===== src/ogsb_pkg.sv =====
// ----------------------------------------------------------------------------
// ogsb_pkg
// Shared types and constants of the occupancy grid segment builder.
// ----------------------------------------------------------------------------
package ogsb_pkg;

    localparam int GRID_W           = 40;
    localparam int GRID_H           = 20;
    localparam int CELL_PIXELS      = 20;
    localparam int ROBOT_COLUMN     = 20;
    localparam int ROBOT_CELLS      = 2;
    localparam int FRONT_BLOCK_ROWS = 2;

    localparam int IMAGE_W  = 801;
    localparam int IMAGE_H  = 400;
    localparam int CENTRE_X = (GRID_W * CELL_PIXELS) / 2;

    localparam int FRONT_COL_L = ROBOT_COLUMN - ROBOT_CELLS / 2 - 2;
    localparam int FRONT_COL_R = ROBOT_COLUMN + ROBOT_CELLS / 2 + 1;

    localparam int COL_W   = 6;
    localparam int ROW_W   = 5;
    localparam int GAIN_W  = 24;
    localparam int COORD_W = 16;

    localparam logic [GAIN_W-1:0] GAIN_RESET = 24'd13124;

    // q16 scaling with round half up
    localparam int FRAC_BITS  = 16;
    localparam int ROUND_HALF = 1 << (FRAC_BITS - 1);
    localparam int PROD_W     = COORD_W + GAIN_W + 1;
    localparam int SCALED_W   = PROD_W - FRAC_BITS;

    // pixel to cell by reciprocal multiply, exact for pixel values below 1024
    localparam int PIX_W      = $clog2(IMAGE_W);
    localparam int DIV_SHIFT  = 16;
    localparam int DIV_RECIP  = ((1 << DIV_SHIFT) + CELL_PIXELS - 1) / CELL_PIXELS;
    localparam int RECIP_W    = $clog2(DIV_RECIP + 1);
    localparam int DIV_PROD_W = PIX_W + RECIP_W;
    localparam int DIV_Q_W    = DIV_PROD_W - DIV_SHIFT;

    localparam int Q_DEPTH = 4;
    localparam int Q_PTR_W = $clog2(Q_DEPTH);
    localparam int Q_CNT_W = $clog2(Q_DEPTH + 1);

    typedef enum logic [1:0] {
        KIND_START = 2'd0,
        KIND_POINT = 2'd1,
        KIND_END   = 2'd2,
        KIND_QUERY = 2'd3
    } kind_t;

    typedef enum logic [1:0] {
        RES_START = 2'd0,
        RES_END   = 2'd1,
        RES_QUERY = 2'd2
    } res_kind_t;

    typedef struct packed {
        kind_t              kind;
        logic               keep;
        logic [COL_W-1:0]   col;
        logic [ROW_W-1:0]   row;
    } cell_item_t;

    typedef struct packed {
        res_kind_t          kind;
        logic [COL_W-1:0]   col;
        logic [ROW_W-1:0]   row;
        logic               blocked;
        logic               last;
    } result_t;

endpackage


===== src/ogsb_point_map.sv =====
// ----------------------------------------------------------------------------
// ogsb_point_map
// Three register stages that turn a scan point into a grid cell: input
// register, q16 gain multiply, then rounding, image clip and cell divide.
// ----------------------------------------------------------------------------
module ogsb_point_map
    import ogsb_pkg::*;
(
    input  logic                aclk,
    input  logic                aresetn,
    input  logic                adv,
    input  logic                in_valid,
    input  kind_t               in_kind,
    input  logic [COORD_W-1:0]  in_point_x,
    input  logic [COORD_W-1:0]  in_point_y,
    input  logic [COL_W-1:0]    in_query_col,
    input  logic [ROW_W-1:0]    in_query_row,
    input  logic [GAIN_W-1:0]   pixel_gain,
    output logic                out_valid,
    output cell_item_t          out_item
);

    logic                       a_valid_reg;
    kind_t                      a_kind_reg;
    logic signed [COORD_W-1:0]  a_x_reg;
    logic signed [COORD_W-1:0]  a_y_reg;
    logic [COL_W-1:0]           a_qcol_reg;
    logic [ROW_W-1:0]           a_qrow_reg;

    logic                       b_valid_reg;
    kind_t                      b_kind_reg;
    logic signed [PROD_W-1:0]   b_prod_x_reg;
    logic signed [PROD_W-1:0]   b_prod_y_reg;
    logic [COL_W-1:0]           b_qcol_reg;
    logic [ROW_W-1:0]           b_qrow_reg;

    logic                       c_valid_reg;
    cell_item_t                 c_item_reg;

    logic signed [PROD_W-1:0]   gain_s;
    logic signed [PROD_W-1:0]   prod_x_next;
    logic signed [PROD_W-1:0]   prod_y_next;

    logic signed [PROD_W-1:0]   round_x;
    logic signed [PROD_W-1:0]   round_y;
    logic signed [SCALED_W-1:0] scaled_x;
    logic signed [SCALED_W-1:0] scaled_y;
    logic signed [SCALED_W-1:0] px_full;
    logic                       in_image;
    logic [PIX_W-1:0]           px;
    logic [PIX_W-1:0]           py;
    logic [DIV_PROD_W-1:0]      col_prod;
    logic [DIV_PROD_W-1:0]      row_prod;
    logic [DIV_Q_W-1:0]         col_full;
    logic [DIV_Q_W-1:0]         row_full;
    cell_item_t                 c_item_next;

    assign gain_s      = PROD_W'($signed({1'b0, pixel_gain}));
    assign prod_x_next = PROD_W'(a_x_reg) * gain_s;
    assign prod_y_next = PROD_W'(a_y_reg) * gain_s;

    always_comb begin
        round_x  = b_prod_x_reg + PROD_W'(ROUND_HALF);
        round_y  = b_prod_y_reg + PROD_W'(ROUND_HALF);
        scaled_x = SCALED_W'(round_x >>> FRAC_BITS);
        scaled_y = SCALED_W'(round_y >>> FRAC_BITS);
        px_full  = scaled_x + SCALED_W'(CENTRE_X);
        in_image = (px_full >= 0) && (px_full < IMAGE_W) &&
                   (scaled_y >= 0) && (scaled_y < IMAGE_H);
        px       = px_full[PIX_W-1:0];
        py       = scaled_y[PIX_W-1:0];
        col_prod = DIV_PROD_W'(px) * DIV_PROD_W'(DIV_RECIP);
        row_prod = DIV_PROD_W'(py) * DIV_PROD_W'(DIV_RECIP);
        col_full = col_prod[DIV_PROD_W-1:DIV_SHIFT];
        row_full = row_prod[DIV_PROD_W-1:DIV_SHIFT];

        c_item_next.kind = b_kind_reg;
        if (b_kind_reg == KIND_QUERY) begin
            c_item_next.col  = b_qcol_reg;
            c_item_next.row  = b_qrow_reg;
            c_item_next.keep = (b_qcol_reg < GRID_W) && (b_qrow_reg < GRID_H);
        end else begin
            c_item_next.col  = col_full[COL_W-1:0];
            c_item_next.row  = row_full[ROW_W-1:0];
            c_item_next.keep = in_image && (col_full < GRID_W) && (row_full < GRID_H);
        end
    end

    always_ff @(posedge aclk) begin
        if (!aresetn) begin
            a_valid_reg <= 1'b0;
            b_valid_reg <= 1'b0;
            c_valid_reg <= 1'b0;
        end else if (adv) begin
            a_valid_reg <= in_valid;
            b_valid_reg <= a_valid_reg;
            c_valid_reg <= b_valid_reg;
        end
    end

    always_ff @(posedge aclk) begin
        if (adv) begin
            a_kind_reg   <= in_kind;
            a_x_reg      <= in_point_x;
            a_y_reg      <= in_point_y;
            a_qcol_reg   <= in_query_col;
            a_qrow_reg   <= in_query_row;
            b_kind_reg   <= a_kind_reg;
            b_prod_x_reg <= prod_x_next;
            b_prod_y_reg <= prod_y_next;
            b_qcol_reg   <= a_qcol_reg;
            b_qrow_reg   <= a_qrow_reg;
            c_item_reg   <= c_item_next;
        end
    end

    assign out_valid = c_valid_reg;
    assign out_item  = c_item_reg;

endmodule


===== src/occupancy_grid_segment_builder.sv =====
// ----------------------------------------------------------------------------
// occupancy_grid_segment_builder
// Occupancy grid built from scan points, with cluster start and end cells
// reported as blocked segments break up, and single cell queries.
// ----------------------------------------------------------------------------
// path: input register, product register, cell register, then result queue
// throughput: one input beat per cycle while s_tready is high; a cluster break
//   or end of scan gives two result beats, which drain at one per cycle through
//   a 4-deep queue while m_tready is high; input stalls while over 2 beats are queued
// reset: synchronous active-low aresetn clears the grid, the cluster state and
//   the queue and loads pixel_gain with 13124
module occupancy_grid_segment_builder
    import ogsb_pkg::*;
(
    input  logic               aclk,
    input  logic               aresetn,

    input  logic               cfg_wr_en,
    input  logic [GAIN_W-1:0]  cfg_wr_data,   // pixel_gain

    input  logic               s_tvalid,
    output logic               s_tready,
    input  logic [47:0]        s_tdata,       // point_x, point_y, query_col, query_row
    input  logic [1:0]         s_tuser,       // kind

    output logic               m_tvalid,
    input  logic               m_tready,
    output logic [15:0]        m_tdata,       // cell_col, cell_row, cell_blocked
    output logic [1:0]         m_tuser,       // result_kind
    output logic               m_tlast
);

    logic [GAIN_W-1:0]   pixel_gain_reg;

    logic                adv;
    logic                c_valid;
    cell_item_t          item;
    logic                commit;

    logic [GRID_W-1:0]   grid_reg [GRID_H];

    logic                cluster_open_reg;
    logic                cluster_open_next;
    logic [COL_W-1:0]    start_col_reg;
    logic [COL_W-1:0]    start_col_next;
    logic [ROW_W-1:0]    start_row_reg;
    logic [ROW_W-1:0]    start_row_next;
    logic [COL_W-1:0]    prev_col_reg;
    logic [COL_W-1:0]    prev_col_next;
    logic [ROW_W-1:0]    prev_row_reg;
    logic [ROW_W-1:0]    prev_row_next;

    logic [ROW_W-1:0]    row_idx;
    logic [COL_W-1:0]    col_idx;
    logic                cell_bit;
    logic                is_robot;
    logic                place;
    logic                far;
    logic [COL_W:0]      col_x;
    logic [COL_W:0]      pcol_x;
    logic [ROW_W:0]      row_x;
    logic [ROW_W:0]      prow_x;
    logic [1:0]          push_n;
    result_t             res0;
    result_t             res1;

    result_t             q_reg [Q_DEPTH];
    logic [Q_PTR_W-1:0]  wr_ptr_reg;
    logic [Q_PTR_W-1:0]  rd_ptr_reg;
    logic [Q_CNT_W-1:0]  count_reg;
    logic                pop;
    result_t             head;

    assign adv      = (count_reg <= Q_CNT_W'(Q_DEPTH - 2));
    assign s_tready = adv;
    assign commit   = adv && c_valid;

    always_ff @(posedge aclk) begin
        if (!aresetn) begin
            pixel_gain_reg <= GAIN_RESET;
        end else if (cfg_wr_en) begin
            pixel_gain_reg <= cfg_wr_data;
        end
    end

    ogsb_point_map u_map (
        .aclk         (aclk),
        .aresetn      (aresetn),
        .adv          (adv),
        .in_valid     (s_tvalid),
        .in_kind      (kind_t'(s_tuser)),
        .in_point_x   (s_tdata[15:0]),
        .in_point_y   (s_tdata[31:16]),
        .in_query_col (s_tdata[37:32]),
        .in_query_row (s_tdata[42:38]),
        .pixel_gain   (pixel_gain_reg),
        .out_valid    (c_valid),
        .out_item     (item)
    );

    // grid lookup and cluster tracking
    always_comb begin
        row_idx  = item.keep ? item.row : '0;
        col_idx  = item.keep ? item.col : '0;
        cell_bit = item.keep && grid_reg[row_idx][col_idx];
        is_robot = (item.row == '0) && (item.col == COL_W'(ROBOT_COLUMN));
        place    = (item.kind == KIND_POINT) && item.keep && !cell_bit && !is_robot;

        col_x  = {1'b0, item.col};
        pcol_x = {1'b0, prev_col_reg};
        row_x  = {1'b0, item.row};
        prow_x = {1'b0, prev_row_reg};
        far    = (col_x > pcol_x + 1'b1) || (pcol_x > col_x + 1'b1) ||
                 (row_x > prow_x + 1'b1) || (prow_x > row_x + 1'b1);

        cluster_open_next = cluster_open_reg;
        start_col_next    = start_col_reg;
        start_row_next    = start_row_reg;
        prev_col_next     = prev_col_reg;
        prev_row_next     = prev_row_reg;
        push_n            = 2'd0;

        res0.kind    = RES_START;
        res0.col     = start_col_reg;
        res0.row     = start_row_reg;
        res0.blocked = 1'b0;
        res0.last    = 1'b0;
        res1.kind    = RES_END;
        res1.col     = prev_col_reg;
        res1.row     = prev_row_reg;
        res1.blocked = 1'b0;
        res1.last    = 1'b1;

        case (item.kind)
            KIND_START: begin
                cluster_open_next = 1'b0;
                prev_col_next     = '0;
                prev_row_next     = '0;
            end
            KIND_POINT: begin
                if (place) begin
                    if (!cluster_open_reg) begin
                        cluster_open_next = 1'b1;
                        start_col_next    = item.col;
                        start_row_next    = item.row;
                    end else if (far) begin
                        push_n         = 2'd2;
                        start_col_next = item.col;
                        start_row_next = item.row;
                    end
                    prev_col_next = item.col;
                    prev_row_next = item.row;
                end
            end
            KIND_END: begin
                if (cluster_open_reg) begin
                    push_n = 2'd2;
                end
                cluster_open_next = 1'b0;
                prev_col_next     = '0;
                prev_row_next     = '0;
            end
            KIND_QUERY: begin
                push_n       = 2'd1;
                res0.kind    = RES_QUERY;
                res0.col     = item.col;
                res0.row     = item.row;
                res0.blocked = cell_bit;
                res0.last    = 1'b1;
            end
            default: begin
                push_n = 2'd0;
            end
        endcase

        if (!commit) begin
            push_n = 2'd0;
        end
    end

    always_ff @(posedge aclk) begin
        if (!aresetn) begin
            cluster_open_reg <= 1'b0;
            start_col_reg    <= '0;
            start_row_reg    <= '0;
            prev_col_reg     <= '0;
            prev_row_reg     <= '0;
        end else if (commit) begin
            cluster_open_reg <= cluster_open_next;
            start_col_reg    <= start_col_next;
            start_row_reg    <= start_row_next;
            prev_col_reg     <= prev_col_next;
            prev_row_reg     <= prev_row_next;
        end
    end

    always_ff @(posedge aclk) begin
        if (!aresetn) begin
            for (int r = 0; r < GRID_H; r++) begin
                grid_reg[r] <= '0;
            end
        end else if (commit) begin
            case (item.kind)
                KIND_START: begin
                    for (int r = 0; r < GRID_H; r++) begin
                        grid_reg[r] <= '0;
                    end
                end
                KIND_POINT: begin
                    if (place) begin
                        grid_reg[row_idx][col_idx] <= 1'b1;
                    end
                end
                KIND_END: begin
                    for (int r = 0; r < FRONT_BLOCK_ROWS; r++) begin
                        if (r < GRID_H && FRONT_COL_L >= 0 && FRONT_COL_L < GRID_W) begin
                            grid_reg[r][FRONT_COL_L] <= 1'b1;
                        end
                        if (r < GRID_H && FRONT_COL_R >= 0 && FRONT_COL_R < GRID_W) begin
                            grid_reg[r][FRONT_COL_R] <= 1'b1;
                        end
                    end
                end
                default: begin
                end
            endcase
        end
    end

    // result queue, up to two beats written per cycle
    assign head = q_reg[rd_ptr_reg];
    assign pop  = m_tvalid && m_tready;

    always_ff @(posedge aclk) begin
        if (!aresetn) begin
            wr_ptr_reg <= '0;
            rd_ptr_reg <= '0;
            count_reg  <= '0;
        end else begin
            wr_ptr_reg <= wr_ptr_reg + Q_PTR_W'(push_n);
            rd_ptr_reg <= rd_ptr_reg + Q_PTR_W'(pop);
            count_reg  <= count_reg + Q_CNT_W'(push_n) - Q_CNT_W'(pop);
        end
    end

    always_ff @(posedge aclk) begin
        if (push_n != 2'd0) begin
            q_reg[wr_ptr_reg] <= res0;
        end
        if (push_n == 2'd2) begin
            q_reg[wr_ptr_reg + Q_PTR_W'(1)] <= res1;
        end
    end

    assign m_tvalid = (count_reg != '0);
    assign m_tdata  = {4'd0, head.blocked, head.row, head.col};
    assign m_tuser  = head.kind;
    assign m_tlast  = head.last;

endmodule

===== config.mk =====
export PLATFORM = sky130hd
export DESIGN_NAME = occupancy_grid_segment_builder
export DESIGN_NICKNAME = d
export VERILOG_FILES = /design/src/ogsb_pkg.sv /design/src/ogsb_point_map.sv /design/src/occupancy_grid_segment_builder.sv
export SDC_FILE = /design/constraint.sdc
export NUM_CORES = 2
export LEC_CHECK = 0
export ABC_CLOCK_PERIOD_IN_PS = 28400
export BUFFER_PORTS_ARGS = -buffer_cell sky130_fd_sc_hd__buf_4
export CORE_ASPECT_RATIO = 0.75
export CORE_MARGIN = 3
export CORE_UTILIZATION = 45
export CTS_CLUSTER_DIAMETER = 120
export DETAILED_ROUTE_END_ITERATION = 8
export PLACE_DENSITY_LB_ADDON = 0.25
export SLEW_MARGIN = 0
export SYNTH_ARGS = -nofsm -noshare
export SYNTH_HDL_FRONTEND = slang
export SYNTH_SLANG_ARGS = --single-unit

===== constraint.sdc =====
create_clock -name aclk -period 28.4 [get_ports aclk]
set_input_delay 1.42 -clock aclk [delete_from_list [all_inputs] [get_ports aclk]]
set_output_delay 1.42 -clock aclk [all_outputs]
set_load 0.01 [all_outputs]

=== Word level (Yosys, flattened, before mapping) ===
Memory sizes are Yosys's and may differ from the RTL's. A register that Yosys moved wholly into a read port is not among the register bits.
Cells that the tools add are included.

* Bits in writable memories: 860
* Memories kept: 2
* Logic and storage cells: 189
* Input port bits: 79
* Output and inout port bits: 21
* Bits in registers: 211

{| class="wikitable"
|+ Memory list
! memory !! words !! width !! read ports !! clocked after memory_dff !! wr ports !! RTL line !! RTL
|-
| grid_reg || 20 || 40 || 1 || 0 || 20 || occupancy_grid_segment_builder.sv:40 || <nowiki>logic [GRID_W-1:0] grid_reg [GRID_H];</nowiki>
|-
| q_reg || 4 || 15 || 1 || 1 || 2 || occupancy_grid_segment_builder.sv:67 || <nowiki>result_t q_reg [Q_DEPTH];</nowiki>
|}

* $lt $le $gt $ge: 15
* Multiplexer cells: 70
* Reduce and logical (&&, ||, !) cells: 28
* Multiply operators: 4
* Bitwise operators: 24
* $add $sub $neg: 12
* Equality and inequality tests: 8

{| class="wikitable"
|+ Operator list
! operator !! number
|-
| 40-bit 2-to-1 mux || 23
|-
| 41-bit by 17-bit adder with 41-bit output, second input constant || 2
|-
| 16-bit by 25-bit multiplier with 41-bit output || 2
|-
| 25-bit by 1-bit >= comparator with 1-bit output, second input constant || 2
|-
| 10-bit by 12-bit multiplier with 22-bit output, second input constant || 2
|-
| 40-bit OR reduction || 1
|-
| 25-bit by 10-bit adder with 25-bit output, second input constant || 1
|-
| 25-bit by 10-bit < comparator with 1-bit output, second input constant || 1
|-
| 25-bit by 11-bit < comparator with 1-bit output, second input constant || 1
|-
| 5-bit 2-to-1 mux || 5
|-
| 1-bit 2-to-1 mux || 24
|-
| 6-bit 2-to-1 mux || 4
|-
| 1-bit OR || 24
|-
| 15-bit 2-to-1 mux || 1
|-
| 6-bit by 1-bit adder with 7-bit output, second input constant || 2
|-
| 6-bit by 7-bit > comparator with 1-bit output || 2
|-
| 1-bit logical AND || 14
|-
| 5-bit by 1-bit adder with 6-bit output, second input constant || 2
|-
| 5-bit by 6-bit > comparator with 1-bit output || 2
|-
| 6-bit < comparator, second input constant || 2
|-
| 12-bit 2-to-1 mux || 1
|-
| 2-bit 2-to-1 mux || 6
|-
| 6-bit case mux with 2 select lines || 1
|-
| 5-bit case mux with 2 select lines || 1
|-
| 28 further kinds || 35
|}

=== Depth between registers and ports, before layout ===
An unclocked memory read counts as a cell.

* Word-level depth: 15
* Gate-level depth with buffers: 29
* Mapped depth without buffers: 29

=== Modules after synthesis ===
From an unflattened synthesis, not the netlist that was laid out.

* Cells, all modules: 9505
* Area, all modules: 89305.7 um^2

{| class="wikitable"
|+ Modules (own cells, without submodules)
! module !! cells each !! instances !! seq. area each (um^2) !! area each (um^2)
|-
| occupancy_grid_segment_builder || 5956 || 1 || 28347.2 || 55927.4
|-
| ogsb_point_map || 3549 || 1 || 3783.6 || 33378.3
|}

=== Least setup slack after synthesis ===
No wires, ideal clock.

* Path type: reg-to-reg
* From: register count_reg[2]
* To: memory grid_reg[26][0]
* Library setup time: 0.058 ns
* Slack: 19.006 ns
* Cell stages (with the launch flop): 8
* Required time: 28.342 ns
* Buffers on the path: 3
* Data arrival time: 9.337 ns
* Period minus slack after synthesis: 9.394 ns
* Cells stage by stage: dfxtp_1 a21oi_1 nand2_1 buf_1 buf_1 nor3_4 buf_2 a31o_2

{| class="wikitable"
|+ RTL lines
! item !! RTL line !! RTL
|-
| from (decl) || occupancy_grid_segment_builder.sv:70 || <nowiki>logic [Q_CNT_W-1:0] count_reg;</nowiki>
|-
| from (signal assigned) || occupancy_grid_segment_builder.sv:242 || <nowiki>count_reg <= count_reg + Q_CNT_W'(push_n) - Q_CNT_W'(pop);</nowiki>
|-
| to (decl) || occupancy_grid_segment_builder.sv:40 ||
|}

=== Worst setup path in the final report ===
* From: register u_map.a_x_reg[1]
* To: register u_map.b_prod_x_reg[40], data pin

* Cells in the longest elaborated chain, start to end: 1

{| class="wikitable"
|+ RTL lines
! item !! RTL line !! RTL
|-
| from (decl) || ogsb_point_map.sv:25 || <nowiki>logic signed [COORD_W-1:0] a_x_reg;</nowiki>
|-
| from (signal assigned) || ogsb_point_map.sv:104 || <nowiki>a_x_reg <= in_point_x;</nowiki>
|-
| 16-bit by 25-bit multiplier with 41-bit output || ogsb_point_map.sv:59 || <nowiki>assign prod_x_next = PROD_W'(a_x_reg) * gain_s;</nowiki>
|-
| net u_map.prod_x_next[40] || ogsb_point_map.sv:41 || <nowiki>logic signed [PROD_W-1:0] prod_x_next;</nowiki>
|-
| to (signal assigned) || ogsb_point_map.sv:109 || <nowiki>b_prod_x_reg <= prod_x_next;</nowiki>
|-
| to (decl) || ogsb_point_map.sv:32 || <nowiki>logic signed [PROD_W-1:0] b_prod_x_reg;</nowiki>
|}

The timed path passes the listed nets, and every way through them passes these cells.
A chain may end at the register's enable or synchronous reset.

==> impl_metrics.csv <==
group,metric,value,unit
floorplan,die-width,522,µm
placed_design,place.gp.congestion,0.900,
placed_design,dp_hpwl,183,mm
timing,rsz0062_at_grt,"no",
floorplan,core_area,198000,µm²
routing,wl,287,mm
setup_path,path_max_fanout,23,
logic_synthesis,syn_avg_cell_area,9.98,µm²
logic_synthesis,synth_seq_area_share,0.358,
global_route,grt_max_degree,183,
routing,wl_met1,129,mm
routing,first_iter_violations,7912,
logic_synthesis,synth_area,89800,µm²
routing,drc,0,
setup_path,path_common_cell,"fa_1",
routing,post_drt_via_cell_ratio,6.23,
clocking,cts_made_buffers,155,
setup_path,critPathLaunchType,"register",
floorplan,num_io_pins,100,
logic_synthesis,synth_seq_cells,1521,
clocking,clock-sinks,1521,
global_route,grt_pass1_wl,435,mm
floorplan,die_h,393,µm
logic_synthesis,synth_ff_type,"dfxtp_1",
timing,drv_slew,0,
hold_path,hold_depth,1,
clocking,clockRootBuffer,"clkbuf_16",
clocking,insertion_delay,0.82,ns
floorplan,start_util,0.454,
run,maxCapViolations,0,
hold_path,hold_class,"reg2reg",
setup_path,crit_cells,22,
logic_synthesis,synth_warnings,0,
setup_path,crit_path_end_kind,"register",
setup_path,crit_family,"adder cells",
setup_path,worstPathRequired,28.94,ns
routing,wire_per_inst,25.1,µm
clocking,clkTransAtPathRegs,0.06,ns
timing,min_period,8.38,ns
placed_design,numPortBuffers,90,
timing,finalHoldViolations,0,
run_status,outcome,"finished, final reports clean",
finish,largest_reg_flops,1280,
timing,post-route-period-util,0.295,
global_route,antenna_found_initial,12,
setup_path,arrival,8.92,ns
floorplan,fp-row-count,141,
setup_path,cp_cell_sequence,"nand2_1 -> fa_1 -> inv_1 -> fa_1 -> inv_1 -> fa_1 -> inv_1 -> fa_1 -> inv_1 -> fa_1 -> inv_1 -> fa_1 -> ha_1 -> nand4_1 -> or2_2 -> o211ai_1 -> a311oi_1 -> o21ai_1 -> a41oi_1 -> o31ai_1 -> a21oi_1 -> xnor2_1",
setup_path,rr_worst_depth,22,
setup_path,crit_slowest_cell,"edfxtp_1",
clocking,cts_buffer_depth,3,
global_route,grt_pass1_vias,69297,
routing,firstDrtPassIters,8,
logic_synthesis,synthCells,9001,
setup_path,critPathBufInv,5,
routing,postRouteAntennaNets,0,
routing,vias,71185,
routing,dr_wl_met3,33.4,mm
routing,met2_length,117,mm
timing,skew,0.0533,ns
setup_path,worst_path_largest_cell_delay,1.11,ns
timing,finalSetupViolCount,0,
global_route,grt_usage,0.275,
logic_synthesis,async_flop_share,0,
routing,top_layer_used,"met5",
clocking,post_cts_buffers,0,
logic_synthesis,synth_edf_count,168,
setup_path,crit_type,"reg2reg",
clocking,hold_buffers,0,
clocking,htreeDepth,4,
timing,tightest_slew,1.40,ns
floorplan,fp.dieArea,205000,µm²
clocking,cts_resized,0,
timing,tns,0,ns
timing,clock.fmax,119,MHz
global_route,grt_overflow,0,
finish,area_growth,8.60,%
logic_synthesis,synthDistinctLibCells,94,
timing,relSlewSlack,0.0622,
finish,num-nets-final,9818,
clocking,cts_tree,"yes",
finish,fill_cells,17897,
finish,drive_gt1_frac,0.117,
## worst reg2reg max path, stage by stage, from the launching register on
cell and delay [ns]:
edfxtp_1 1.11, nand2_1 0.22, fa_1 0.58, inv_1 0.06
fa_1 0.55, inv_1 0.07, fa_1 0.52, inv_1 0.06
fa_1 0.54, inv_1 0.05, fa_1 0.48, inv_1 0.05
fa_1 0.45, ha_1 0.31, nand4_1 0.18, or2_2 0.36
o211ai_1 0.65, a311oi_1 0.28, o21ai_1 0.65, a41oi_1 0.27
o31ai_1 0.40, a21oi_1 0.15, xnor2_1 0.14
## cell type report
| cell class | count | area (µm²) | share of cell area |
|---|---|---|---|
| Multi-Input combinational cell | 5854 | 51500 | 0.528 |
| Sequential cell | 1521 | 32100 | 0.329 |
| Clock buffer | 227 | 4530 | 0.0465 |
| Tap cell | 2645 | 3310 | 0.0339 |
| Inverter | 844 | 3180 | 0.0326 |
| Timing Repair Buffer | 270 | 2080 | 0.0213 |
| Clock inverter | 57 | 796 | 0.00816 |
| Antenna cell | 1 | 2.50 | 0.0000257 |
## worst paths after layout
| kind | startpoint | end | slack (ns) |
|---|---|---|---|
| setup reg to reg | u_map.a_x_reg[1] | u_map.b_prod_x_reg[40] | 20.02 |
| setup / recovery | u_map.a_x_reg[1] | u_map.b_prod_x_reg[40] | 20.02 |
| hold reg to reg | grid_reg[25][32] | grid_reg[25][32] | 0.42 |
| hold / removal | grid_reg[25][32] | grid_reg[25][32] | 0.42 |
## cells in the final DEF, fill, tap and decap left out, drive strengths merged, types with 33 or more instances in the layout
| cell type | synthesis | final |
|---|---|---|
| or2 | 68 | 68 |
| a31o | 269 | 269 |
| mux2 | 48 | 48 |
| a211oi | 82 | 82 |
| mux4 | 52 | 52 |
| o221ai | 87 | 87 |
| clkinv | 1 | 33 |
| a22oi | 45 | 45 |
| inv | 843 | 853 |
| nand3 | 82 | 82 |
| and2 | 288 | 288 |
| fa | 663 | 663 |
| o21ai | 388 | 388 |
| nor3 | 63 | 63 |
| nand2 | 865 | 865 |
| o22ai | 248 | 248 |
| ha | 430 | 430 |
| nor2b | 81 | 81 |
| clkbuf | 495 | 227 |
| xnor2 | 83 | 83 |
| a21oi | 193 | 193 |
| a22o | 327 | 327 |
| a32o | 290 | 290 |
| dfxtp | 1353 | 1353 |
| buf | 290 | 270 |
| o211ai | 105 | 105 |
| edfxtp | 168 | 168 |
| nor2 | 203 | 203 |
| mux2i | 154 | 154 |
| nand4 | 44 | 44 |
| xor2 | 33 | 33 |
| a21o | 229 | 229 |
| nand2b | 84 | 84 |
## cell usage after synthesis (48+ instances only)
cell      instances  area (µm²)
dfxtp_1        1353       27100
nand2_1         865        3250
inv_1           840        3150
fa_1            663       13300
clkbuf_1        495        1860
ha_1            430        5380
o21ai_0         351        1760
a22o_1          327        2860
a32o_1          290        2900
and2_1          288        1800
o22ai_1         248        1550
a31o_2          243        2130
a21o_1          229        1720
nor2_1          203         762
buf_2           194         971
a21oi_1         193         966
edfxtp_1        168        5040
mux2i_1         154        1540
o211ai_1        105         788
o221ai_1         86         753
nand2b_1         84         526
xnor2_1          83         727
nor2b_1          81         507
a211oi_1         80         601
nand3_1          79         395
or2_2            68         425
mux4_2           52        1170
buf_4            50         375
mux2_2           48         541
## kinds of logic after synthesis
logic type / share of synthesized area
buffers and inverters: 0.0733
muxes: 0.0362
AOI/OAI and AO/OA: 0.211
and+or+nand+nor: 0.103
adders and majority gates: 0.208
DFF: 0.358
other: 0.0000417
xor gates and xnor gates: 0.0113
## routing by layer
metal	global-route usage	vias up
met3	0.0728	520
met2	0.389	3694
met5	0	-
met1	0.412	35948
li1	-	31015
met4	0.0716	8
## per-stage QoR
step	utilization	hold WS [ns]	cell area (µm²)	std cells	setup slack [ns]
detailed placement	0.466	0.405	92200	11134	20.34
finish	0.493	0.422	97600	11419	20.02
CTS	0.493	0.424	97500	11418	20.25
global route	0.493	0.434	97500	11418	19.66
floorplan	-	0.396	89800	9004	19.01
global placement	0.466	0.404	92200	11134	20.40
Power is not shown: default switching activity piles up to over one toggle a cycle in this logic, so the estimate is an artifact.
